File: src/design/jsu_pkg.sv
// ----------------------------------------------------------------------------
// JSON string unescaper package
// Modes, result codes, result word type and the decode helper functions.
// ----------------------------------------------------------------------------
package jsu_pkg;

   typedef enum logic [2:0] {
      MODE_NORMAL,
      MODE_ESC,
      MODE_HEX,
      MODE_HELD,
      MODE_HELD_BS,
      MODE_HEX_LO
   } mode_type;

   localparam logic [1:0] KIND_DATA  = 2'd0;
   localparam logic [1:0] KIND_END   = 2'd1;
   localparam logic [1:0] KIND_ERROR = 2'd2;

   localparam logic [1:0] ERR_NONE         = 2'd0;
   localparam logic [1:0] ERR_BAD_ESCAPE   = 2'd1;
   localparam logic [1:0] ERR_BAD_UNICODE  = 2'd2;
   localparam logic [1:0] ERR_UNTERMINATED = 2'd3;

   localparam int MaxResults = 6;

   localparam logic [7:0] CHAR_QUOTE  = 8'h22;
   localparam logic [7:0] CHAR_BSLASH = 8'h5C;
   localparam logic [7:0] CHAR_U      = 8'h75;

   localparam logic [15:0] SURR_HI_MIN = 16'hD800;
   localparam logic [15:0] SURR_HI_MAX = 16'hDBFF;
   localparam logic [15:0] SURR_LO_MIN = 16'hDC00;
   localparam logic [15:0] SURR_LO_MAX = 16'hDFFF;
   localparam logic [20:0] PLANE1_BASE = 21'h10000;

   typedef struct packed {
      logic [7:0] data;
      logic [1:0] kind;
      logic [1:0] err;
   } entry_type;

   typedef struct packed {
      logic [2:0]      len;
      logic [3:0][7:0] bytes;   // bytes[0] goes out first
   } utf8_type;

   function automatic utf8_type utf8_encode(input logic [20:0] cp);
      utf8_type r;
      r = '0;
      if (cp < 21'h80) begin
         r.len      = 3'd1;
         r.bytes[0] = cp[7:0];
      end else if (cp < 21'h800) begin
         r.len      = 3'd2;
         r.bytes[0] = {3'b110, cp[10:6]};
         r.bytes[1] = {2'b10, cp[5:0]};
      end else if (cp < PLANE1_BASE) begin
         r.len      = 3'd3;
         r.bytes[0] = {4'b1110, cp[15:12]};
         r.bytes[1] = {2'b10, cp[11:6]};
         r.bytes[2] = {2'b10, cp[5:0]};
      end else begin
         r.len      = 3'd4;
         r.bytes[0] = {5'b11110, cp[20:18]};
         r.bytes[1] = {2'b10, cp[17:12]};
         r.bytes[2] = {2'b10, cp[11:6]};
         r.bytes[3] = {2'b10, cp[5:0]};
      end
      return r;
   endfunction

   // {valid, value}
   function automatic logic [4:0] hex_decode(input logic [7:0] c);
      logic [4:0] r;
      case (c) inside
         [8'h30:8'h39]:               r = {1'b1, c[3:0]};
         [8'h41:8'h46], [8'h61:8'h66]: r = {1'b1, c[3:0] + 4'd9};
         default:                     r = 5'd0;
      endcase
      return r;
   endfunction

   // {valid, mapped byte} for the simple escapes
   function automatic logic [8:0] escape_map(input logic [7:0] c);
      logic [8:0] r;
      case (c)
         8'h22:   r = {1'b1, 8'h22};
         8'h5C:   r = {1'b1, 8'h5C};
         8'h2F:   r = {1'b1, 8'h2F};
         8'h62:   r = {1'b1, 8'h08};
         8'h66:   r = {1'b1, 8'h0C};
         8'h6E:   r = {1'b1, 8'h0A};
         8'h72:   r = {1'b1, 8'h0D};
         8'h74:   r = {1'b1, 8'h09};
         default: r = 9'd0;
      endcase
      return r;
   endfunction

endpackage

File: src/design/json_string_unescaper_unit.sv
// ----------------------------------------------------------------------------
// JSON string unescaper unit
// Decodes a JSON string body byte stream into UTF-8 bytes, end and error words.
// ----------------------------------------------------------------------------
// channel  dir  tdata          tuser                 tlast
// req      in   in_byte[7:0]   -                     input_ends
// rsp      out  out_byte[7:0]  kind[1:0] err[3:2]    last_of_run
//
// With rsp ready: one input word per cycle if each gives at most one result word.
// A word that decodes to N result words holds req while the rsp port drains them;
// N is 0 to 6, set by MaxResults, the depth of the output list that drains them.
// An accepted req word reaches rsp through the pending and output list stages.
// Reset clears decode state and both list stages; rsp stalls back up to req.
// ----------------------------------------------------------------------------
module json_string_unescaper_unit
   import jsu_pkg::*;
(
   input  logic       clock,
   input  logic       reset,
   input  logic       req_tvalid,
   output logic       req_tready,
   input  logic [7:0] req_tdata,   // in_byte
   input  logic       req_tlast,   // input_ends
   output logic       rsp_tvalid,
   input  logic       rsp_tready,
   output logic [7:0] rsp_tdata,   // out_byte
   output logic [3:0] rsp_tuser,   // kind[1:0], error_code[3:2]
   output logic       rsp_tlast    // last_of_run
);

   // decode state
   mode_type    mode_ff, mode_in;
   logic [15:0] acc_ff, acc_in;
   logic [1:0]  cnt_ff, cnt_in;
   logic [15:0] held_ff, held_in;

   // pending list stage
   logic                       p_valid_ff, p_valid_in;
   entry_type [MaxResults-1:0] p_list_ff;
   logic [2:0]                 p_num_ff;

   // output list stage
   logic                       o_valid_ff;
   entry_type [MaxResults-1:0] o_list_ff;
   logic [2:0]                 o_num_ff;
   logic [2:0]                 o_idx_ff;

   logic accept, move, o_last, o_done;

   // decode
   logic [4:0]                 hexd;
   logic [8:0]                 escd;
   logic [15:0]                acc_next;
   logic                       is_hi, is_lo;
   utf8_type                   held_enc, code_enc, pair_enc, body;
   logic                       held_out, closed;
   logic [1:0]                 err;
   entry_type [MaxResults-1:0] gen_list;
   logic [2:0]                 gen_num;
   logic [3:0]                 base, pos;

   assign hexd     = hex_decode(req_tdata);
   assign escd     = escape_map(req_tdata);
   assign acc_next = {acc_ff[11:0], hexd[3:0]};
   assign is_hi    = (acc_next >= SURR_HI_MIN) && (acc_next <= SURR_HI_MAX);
   assign is_lo    = (acc_next >= SURR_LO_MIN) && (acc_next <= SURR_LO_MAX);
   assign held_enc = utf8_encode({5'd0, held_ff});
   assign code_enc = utf8_encode({5'd0, acc_next});
   assign pair_enc = utf8_encode(PLANE1_BASE + {1'b0, held_ff[9:0], acc_next[9:0]});

   always_comb begin
      mode_in  = mode_ff;
      acc_in   = acc_ff;
      cnt_in   = cnt_ff;
      held_in  = held_ff;
      err      = ERR_NONE;
      closed   = 1'b0;
      held_out = 1'b0;
      body     = '0;
      case (mode_ff)
         MODE_NORMAL: begin
            if (req_tdata == CHAR_QUOTE) begin
               closed = 1'b1;
            end else if (req_tdata == CHAR_BSLASH) begin
               mode_in = MODE_ESC;
            end else begin
               body.len      = 3'd1;
               body.bytes[0] = req_tdata;
            end
         end
         MODE_ESC: begin
            if (escd[8]) begin
               body.len      = 3'd1;
               body.bytes[0] = escd[7:0];
               mode_in       = MODE_NORMAL;
            end else if (req_tdata == CHAR_U) begin
               mode_in = MODE_HEX;
               acc_in  = '0;
               cnt_in  = '0;
            end else begin
               err = ERR_BAD_ESCAPE;
            end
         end
         MODE_HEX, MODE_HEX_LO: begin
            if (!hexd[4]) begin
               err = ERR_BAD_UNICODE;
            end else if (cnt_ff != 2'd3) begin
               acc_in = acc_next;
               cnt_in = cnt_ff + 2'd1;
            end else begin
               acc_in = '0;
               cnt_in = '0;
               if (mode_ff == MODE_HEX_LO && is_lo) begin
                  body    = pair_enc;
                  held_in = '0;
                  mode_in = MODE_NORMAL;
               end else begin
                  if (mode_ff == MODE_HEX_LO) begin
                     held_out = 1'b1;
                     held_in  = '0;
                  end
                  if (is_hi) begin
                     held_in = acc_next;
                     mode_in = MODE_HELD;
                  end else begin
                     body    = code_enc;
                     mode_in = MODE_NORMAL;
                  end
               end
            end
         end
         MODE_HELD: begin
            if (req_tdata == CHAR_BSLASH) begin
               mode_in = MODE_HELD_BS;
            end else begin
               held_out = 1'b1;
               held_in  = '0;
               mode_in  = MODE_NORMAL;
               if (req_tdata == CHAR_QUOTE) begin
                  closed = 1'b1;
               end else begin
                  body.len      = 3'd1;
                  body.bytes[0] = req_tdata;
               end
            end
         end
         MODE_HELD_BS: begin
            if (req_tdata == CHAR_U) begin
               mode_in = MODE_HEX_LO;
               acc_in  = '0;
               cnt_in  = '0;
            end else begin
               held_out = 1'b1;
               held_in  = '0;
               if (escd[8]) begin
                  body.len      = 3'd1;
                  body.bytes[0] = escd[7:0];
                  mode_in       = MODE_NORMAL;
               end else begin
                  err = ERR_BAD_ESCAPE;
               end
            end
         end
         default: begin
            mode_in = MODE_NORMAL;
         end
      endcase

      if (err == ERR_NONE && !closed && req_tlast) begin
         err = (mode_in == MODE_HEX || mode_in == MODE_HEX_LO) ?
               ERR_BAD_UNICODE : ERR_UNTERMINATED;
      end

      gen_list = '0;
      base     = held_out ? 4'd3 : 4'd0;
      pos      = base + {1'b0, body.len};
      if (err != ERR_NONE) begin
         gen_list[0] = '{data: 8'h00, kind: KIND_ERROR, err: err};
         pos         = 4'd1;
      end else begin
         for (int i = 0; i < 3; i++) begin
            if (held_out) begin
               gen_list[i] = '{data: held_enc.bytes[i], kind: KIND_DATA, err: ERR_NONE};
            end
         end
         for (int j = 0; j < 4; j++) begin
            if (3'(j) < body.len && (base + 4'(j)) < 4'(MaxResults)) begin
               gen_list[3'(base + 4'(j))] =
                  '{data: body.bytes[j], kind: KIND_DATA, err: ERR_NONE};
            end
         end
         if (closed && pos < 4'(MaxResults)) begin
            gen_list[pos[2:0]] = '{data: 8'h00, kind: KIND_END, err: ERR_NONE};
            pos = pos + 4'd1;
         end
      end
      gen_num = pos[2:0];

      if (err != ERR_NONE || closed) begin
         mode_in = MODE_NORMAL;
         acc_in  = '0;
         cnt_in  = '0;
         held_in = '0;
      end
   end

   // handshake
   assign o_last     = (o_idx_ff == o_num_ff - 3'd1);
   assign o_done     = o_valid_ff && rsp_tready && o_last;
   assign move       = p_valid_ff && (!o_valid_ff || o_done);
   assign req_tready = !p_valid_ff || move;
   assign accept     = req_tvalid && req_tready;

   always_comb begin
      p_valid_in = p_valid_ff;
      if (move) begin
         p_valid_in = 1'b0;
      end
      if (accept && gen_num != 3'd0) begin
         p_valid_in = 1'b1;
      end
   end

   always_ff @(posedge clock) begin
      if (reset) begin
         mode_ff <= MODE_NORMAL;
         acc_ff  <= '0;
         cnt_ff  <= '0;
         held_ff <= '0;
      end else if (accept) begin
         mode_ff <= mode_in;
         acc_ff  <= acc_in;
         cnt_ff  <= cnt_in;
         held_ff <= held_in;
      end
   end

   always_ff @(posedge clock) begin
      if (reset) begin
         p_valid_ff <= 1'b0;
      end else begin
         p_valid_ff <= p_valid_in;
      end
      if (accept && gen_num != 3'd0) begin
         p_list_ff <= gen_list;
         p_num_ff  <= gen_num;
      end
   end

   always_ff @(posedge clock) begin
      if (reset) begin
         o_valid_ff <= 1'b0;
         o_idx_ff   <= '0;
      end else if (move) begin
         o_valid_ff <= 1'b1;
         o_idx_ff   <= '0;
      end else if (o_valid_ff && rsp_tready) begin
         if (o_last) begin
            o_valid_ff <= 1'b0;
         end else begin
            o_idx_ff <= o_idx_ff + 3'd1;
         end
      end
      if (move) begin
         o_list_ff <= p_list_ff;
         o_num_ff  <= p_num_ff;
      end
   end

   assign rsp_tvalid = o_valid_ff;
   assign rsp_tdata  = o_list_ff[o_idx_ff].data;
   assign rsp_tuser  = {o_list_ff[o_idx_ff].err, o_list_ff[o_idx_ff].kind};
   assign rsp_tlast  = o_last;

endmodule

File: config.mk
export PLATFORM = sky130hd
export DESIGN_NAME = json_string_unescaper_unit
export DESIGN_NICKNAME = d
export VERILOG_FILES = /design/src/design/jsu_pkg.sv /design/src/design/json_string_unescaper_unit.sv
export SDC_FILE = /design/constraint.sdc
export NUM_CORES = 1
export LEC_CHECK = 0
export CELL_PAD_IN_SITES_DETAIL_PLACEMENT = 1
export CELL_PAD_IN_SITES_GLOBAL_PLACEMENT = 1
export CORE_ASPECT_RATIO = 0.9
export CORE_MARGIN = 2
export CORE_UTILIZATION = 40
export DETAILED_ROUTE_END_ITERATION = 7
export DONT_BUFFER_PORTS = 1
export GPL_ROUTABILITY_DRIVEN = 0
export MAX_ROUTING_LAYER = met4
export PLACE_DENSITY_LB_ADDON = 0.3
export SETUP_SLACK_MARGIN = 0.3
export SYNTH_ARGS = -nofsm -noshare
export SYNTH_HDL_FRONTEND = slang
export SYNTH_SLANG_ARGS = --single-unit
File: constraint.sdc
create_clock -name clock -period 12.1 [get_ports clock]
set_input_delay 2.42 -clock clock [delete_from_list [all_inputs] [get_ports clock]]
set_output_delay 2.42 -clock clock [all_outputs]
set_load 0.05 [all_outputs]
==> impl_metrics.xml <==
<?xml version="1.0" encoding="UTF-8"?>
<metrics>
  <group name="worst_setup_path">
    <metric name="crit_fanout" unit="">56</metric>
    <metric name="worst_path_cell_chain" unit="">inv_1 &gt; ha_1 &gt; nor3b_1 &gt; a311oi_4 &gt; o211ai_1 &gt; nor3_1 &gt; a221oi_1 &gt; inv_1 &gt; ha_1 &gt; fa_1 &gt; ha_1 &gt; nand2_1 &gt; mux2_2 &gt; nand2b_1 &gt; o21ba_2 &gt; buf_4</metric>
    <metric name="cell_repeated_most_along_the_worst_path" unit="">sky130_fd_sc_hd__ha_1</metric>
    <metric name="timing.setup.critical_path_class" unit="">in2reg</metric>
    <metric name="path_buf_inv" unit="">3</metric>
    <metric name="cp.required" unit="ns">12.15</metric>
    <metric name="crit_path_top_delay_cell" unit="">sky130_fd_sc_hd__fa_1</metric>
    <metric name="crit_path_end_kind" unit="">flop</metric>
    <metric name="critical-path-top-delay-family" unit="">compound AO/OA/AOI/OAI gates</metric>
    <metric name="critical_path.max_stage_delay" unit="ns">0.66</metric>
    <metric name="worstSetupStartpointType" unit="">input port</metric>
    <metric name="worst_ep_arrival_time" unit="ns">7.12</metric>
  </group>
  <group name="synth">
    <metric name="post_synth_mux_area_share" unit="%">4.40</metric>
    <metric name="ys_seq_area_share" unit="%">51.6</metric>
    <metric name="synth_area_in_adders" unit="%">1.82</metric>
    <metric name="syn_avg_cell_area" unit="um2">10.1</metric>
    <metric name="syn_area" unit="mm2">0.00799</metric>
    <metric name="complex_gate_fraction_of_the_synthesized_area" unit="%">16.7</metric>
    <metric name="synth-xor-area-share" unit="%">1.28</metric>
    <metric name="synth_nets" unit="">811</metric>
    <metric name="synthFlopType" unit="">sky130_fd_sc_hd__edfxtp_1</metric>
    <metric name="synth.distinct_cells" unit="">79</metric>
    <metric name="ys_async_sr_fraction" unit="%">0</metric>
    <metric name="post_synth_inst_count" unit="">787</metric>
    <metric name="post_synthesis_share_of_cell_area_spent_on_and_or_nand_and_nor_gates" unit="%">20.4</metric>
    <metric name="synth_enable_flop_cells" unit="">112</metric>
    <metric name="main_combinational_cell_family_by_area_after_synthesis" unit="">simple AND/OR/NAND/NOR gates</metric>
    <metric name="postSynthRegisterBits" unit="">150</metric>
    <metric name="yosys_warnings" unit="">0</metric>
  </group>
  <group name="timing">
    <metric name="min_period" unit="ns">7.07</metric>
    <metric name="finalSetupViolations" unit="">0</metric>
    <metric name="report.final.slew_viol_count" unit="">0</metric>
    <metric name="setup_tns" unit="ns">0</metric>
    <metric name="timing.fmax" unit="MHz">141</metric>
    <metric name="slew_headroom" unit="%">20.7</metric>
    <metric name="post_route_skew" unit="ns">0.0159</metric>
    <metric name="rsz0062_at_grt" unit="">no</metric>
    <metric name="finalHoldViolations" unit="">0</metric>
    <metric name="period_share" unit="%">58.5</metric>
    <metric name="worst-slew-pin-transition" unit="ns">1.18</metric>
    <metric name="final.setup.worst_slack" unit="ns">5.03</metric>
  </group>
  <group name="clock_tree">
    <metric name="cts-htree-levels" unit="">4</metric>
    <metric name="clock_pin_slew_on_the_worst_setup_and_hold_paths" unit="ns">0.07</metric>
    <metric name="cts_sinks" unit="">150</metric>
    <metric name="cts_root_buffer" unit="">sky130_fd_sc_hd__clkbuf_16</metric>
    <metric name="clock_latency" unit="ns">0.43</metric>
    <metric name="ctsResizeCount" unit="">0</metric>
    <metric name="cts-hold-fix-buffers" unit="">0</metric>
    <metric name="tritoncts" unit="">yes</metric>
    <metric name="cts_buffers" unit="">17</metric>
    <metric name="clock_tree.buffer_depth" unit="">2</metric>
    <metric name="postCtsSetupBuffers" unit="">0</metric>
  </group>
  <group name="layout">
    <metric name="finish.instance_area" unit="mm2">0.00885</metric>
    <metric name="final_nets" unit="">798</metric>
    <metric name="area.growth.synth_to_final" unit="%">10.8</metric>
    <metric name="antenna-diode-count" unit="">0</metric>
    <metric name="stdcell_count" unit="">1042</metric>
    <metric name="share_of_cells_above_drive_strength_1" unit="%">9.66</metric>
  </group>
  <group name="grt">
    <metric name="grt_max_degree" unit="">57</metric>
    <metric name="globalRoute.totalOverflow" unit="">0</metric>
    <metric name="grt_first_pass_wirelength" unit="um">36800</metric>
    <metric name="grt_use_total" unit="%">23.0</metric>
    <metric name="number_of_antenna_violations_at_the_first_check_in_global_routing" unit="">0</metric>
    <metric name="grt_pass1_vias" unit="">6366</metric>
  </group>
  <group name="floorplan">
    <metric name="num_ports" unit="">28</metric>
    <metric name="floorplan.die_area" unit="mm2">0.0211</metric>
    <metric name="die-width" unit="um">153</metric>
    <metric name="start_util" unit="%">40.3</metric>
    <metric name="row_count" unit="">49</metric>
    <metric name="core-area" unit="mm2">0.0198</metric>
    <metric name="floorplan.die.height" unit="um">138</metric>
  </group>
  <group name="drt">
    <metric name="routed-via-count" unit="">6342</metric>
    <metric name="routed_wire_length_per_instance" unit="um">22.5</metric>
    <metric name="antenna_left" unit="">0</metric>
    <metric name="drt_iter0_drc" unit="">512</metric>
    <metric name="drt_drc_violations_left" unit="">0</metric>
    <metric name="drt_pass1_iterations" unit="">5</metric>
    <metric name="via_density_per_instance" unit="">6.09</metric>
    <metric name="postRouteWirelength" unit="um">23400</metric>
  </group>
  <group name="job">
    <metric name="drv.max_cap_violation_count" unit="">0</metric>
  </group>
  <group name="power_and_ir_drop">
    <metric name="power-per-cell-area" unit="mW/mm2">135</metric>
    <metric name="vdd_ir_max" unit="mV">0.100</metric>
    <metric name="cellLeakagePower" unit="nW">3.00</metric>
    <metric name="p_total" unit="mW">1.20</metric>
  </group>
  <group name="place">
    <metric name="dp_cells" unit="">1010</metric>
    <metric name="postPlaceCellArea" unit="mm2">0.00822</metric>
    <metric name="detailed_place_hpwl" unit="um">17200</metric>
    <metric name="preCtsSetupSlack" unit="ns">4.66</metric>
    <metric name="port_buffers" unit="">0</metric>
  </group>
  <group name="run_status">
    <metric name="run_status" unit="">completed</metric>
  </group>
  <group name="worst_hold_path">
    <metric name="holdCritPathClass" unit="">reg2reg</metric>
  </group>
</metrics>
flip-flops by register name, summed over array words and instances, names as in the netlist:
register / cells
o_list_ff: 53
p_list_ff: 53
held_ff: 16
acc_ff: 12
mode_ff: 3
o_idx_ff: 3
o_num_ff: 3
p_num_ff: 3
cnt_ff: 2
p_valid_ff: 1
rsp_tvalid: 1
cell usage after synthesis (12+ instances only):
cell | n | share of area, %
sky130_fd_sc_hd__edfxtp_1 | 112 | 42
sky130_fd_sc_hd__nand2_1 | 91 | 4.3
sky130_fd_sc_hd__nor2_1 | 80 | 3.8
sky130_fd_sc_hd__a21oi_1 | 66 | 4.1
sky130_fd_sc_hd__dfxtp_1 | 38 | 9.5
sky130_fd_sc_hd__inv_1 | 33 | 1.6
sky130_fd_sc_hd__clkbuf_1 | 32 | 1.5
sky130_fd_sc_hd__o21ai_0 | 29 | 1.8
sky130_fd_sc_hd__nand3_1 | 21 | 1.3
sky130_fd_sc_hd__or3_1 | 20 | 1.6
sky130_fd_sc_hd__nand2b_1 | 19 | 1.5
sky130_fd_sc_hd__nor3_1 | 17 | 1.1
sky130_fd_sc_hd__mux2i_1 | 16 | 2.0
sky130_fd_sc_hd__a22oi_1 | 14 | 1.3
sky130_fd_sc_hd__o22ai_1 | 13 | 1.0
sky130_fd_sc_hd__and2_1 | 12 | 0.94
kinds of logic (layout without fill, tap and decap cells):
family	after synthesis	after routing
flops	150	150
compound gates	198	198
buf+inv	74	74
mux	25	25
simple gates	319	319
fa+ha+maj	11	11
xor+xnor	10	10
power breakdown:
part	internal [mW]	leakage (nW)	total, mW	switching, mW
Sequential	0.574	1.40	0.581	0.00710
Clock	0.317	0.309	0.553	0.235
Combinational	0.0175	1.30	0.0629	0.0454
worst register-to-register path: cells and delay by family (launching register included):
family	cells	cell delay, ns
simple gates	6	1.64
compound gates	2	0.74
flops	1	0.39
fa+ha+maj	3	1.09
mux	1	0.31
buf+inv	2	0.67
metrics by stage:
step | utilization (%) | hold slack (ns)
after floorplan | - | 0.400
after global placement | 41.5 | 0.402
after detailed placement | 41.5 | 0.405
after CTS | 44.7 | 0.419
after global routing | 44.7 | 0.422
final | 44.7 | 0.418
metal layers:
layer / wire length, um / vias to the layer above / global-route usage, % / part of all wire [%]
met2: 11500 / 191 / 37.9 / 49
met4: 329 / 0 / 5.36 / 1.4
met5: 0 / - / - / 0
li1: - / 2917 / - / -
met1: 10600 / 3209 / 30.2 / 45
met3: 1010 / 25 / 3.35 / 4.3
cells in the final DEF (no fill, tap or decap), drive strengths merged, types with 4 or more instances in the layout:
| master | instances |
|---|---|
| a221oi | 4 |
| dfxtp | 38 |
| a21oi | 66 |
| and3b | 4 |
| and2 | 12 |
| o21ai | 30 |
| nand2 | 92 |
| nor2 | 81 |
| nand2b | 20 |
| o22ai | 13 |
| xnor2 | 6 |
| or2 | 7 |
| nand3 | 21 |
| mux2i | 16 |
| or4 | 4 |
| o21bai | 6 |
| nor2b | 4 |
| o211ai | 6 |
| nor3b | 7 |
| o31ai | 4 |
| inv | 42 |
| o22a | 7 |
| a32oi | 7 |
| buf | 9 |
| nand4 | 4 |
| nor4 | 9 |
| clkbuf | 17 |
| a22oi | 14 |
| nor3 | 18 |
| mux4 | 8 |
| a211oi | 6 |
| ha | 10 |
| or3 | 21 |
| clkinv | 4 |
| edfxtp | 112 |
| and3 | 5 |
area by class of cell:
type / count / area, um2
clock inverter: 15 / 203
fill: 2199 / 11000
tap: 255 / 319
clock buffer: 17 / 425
timing repair buffer: 9 / 67.6
inverter: 33 / 124
sequential: 150 / 4120
multi-input combinational: 563 / 3580
worst paths after layout:
check	from	endpoint	slack, ns	cells past startpoint
max reg2reg	held_ff[2]$_SDFFE_PP0P_	p_list_ff[67]$_SDFFCE_PP0P_	6.82	14
max	req_tdata[1]	p_list_ff[67]$_SDFFCE_PP0P_	5.03	16
min reg2reg	p_list_ff[3]$_SDFFCE_PP1P_	o_list_ff[3]$_DFFE_PP_	0.42	0
min	p_list_ff[3]$_SDFFCE_PP1P_	o_list_ff[3]$_DFFE_PP_	0.42	0
Note: power is estimated with default switching activity, not from simulation.
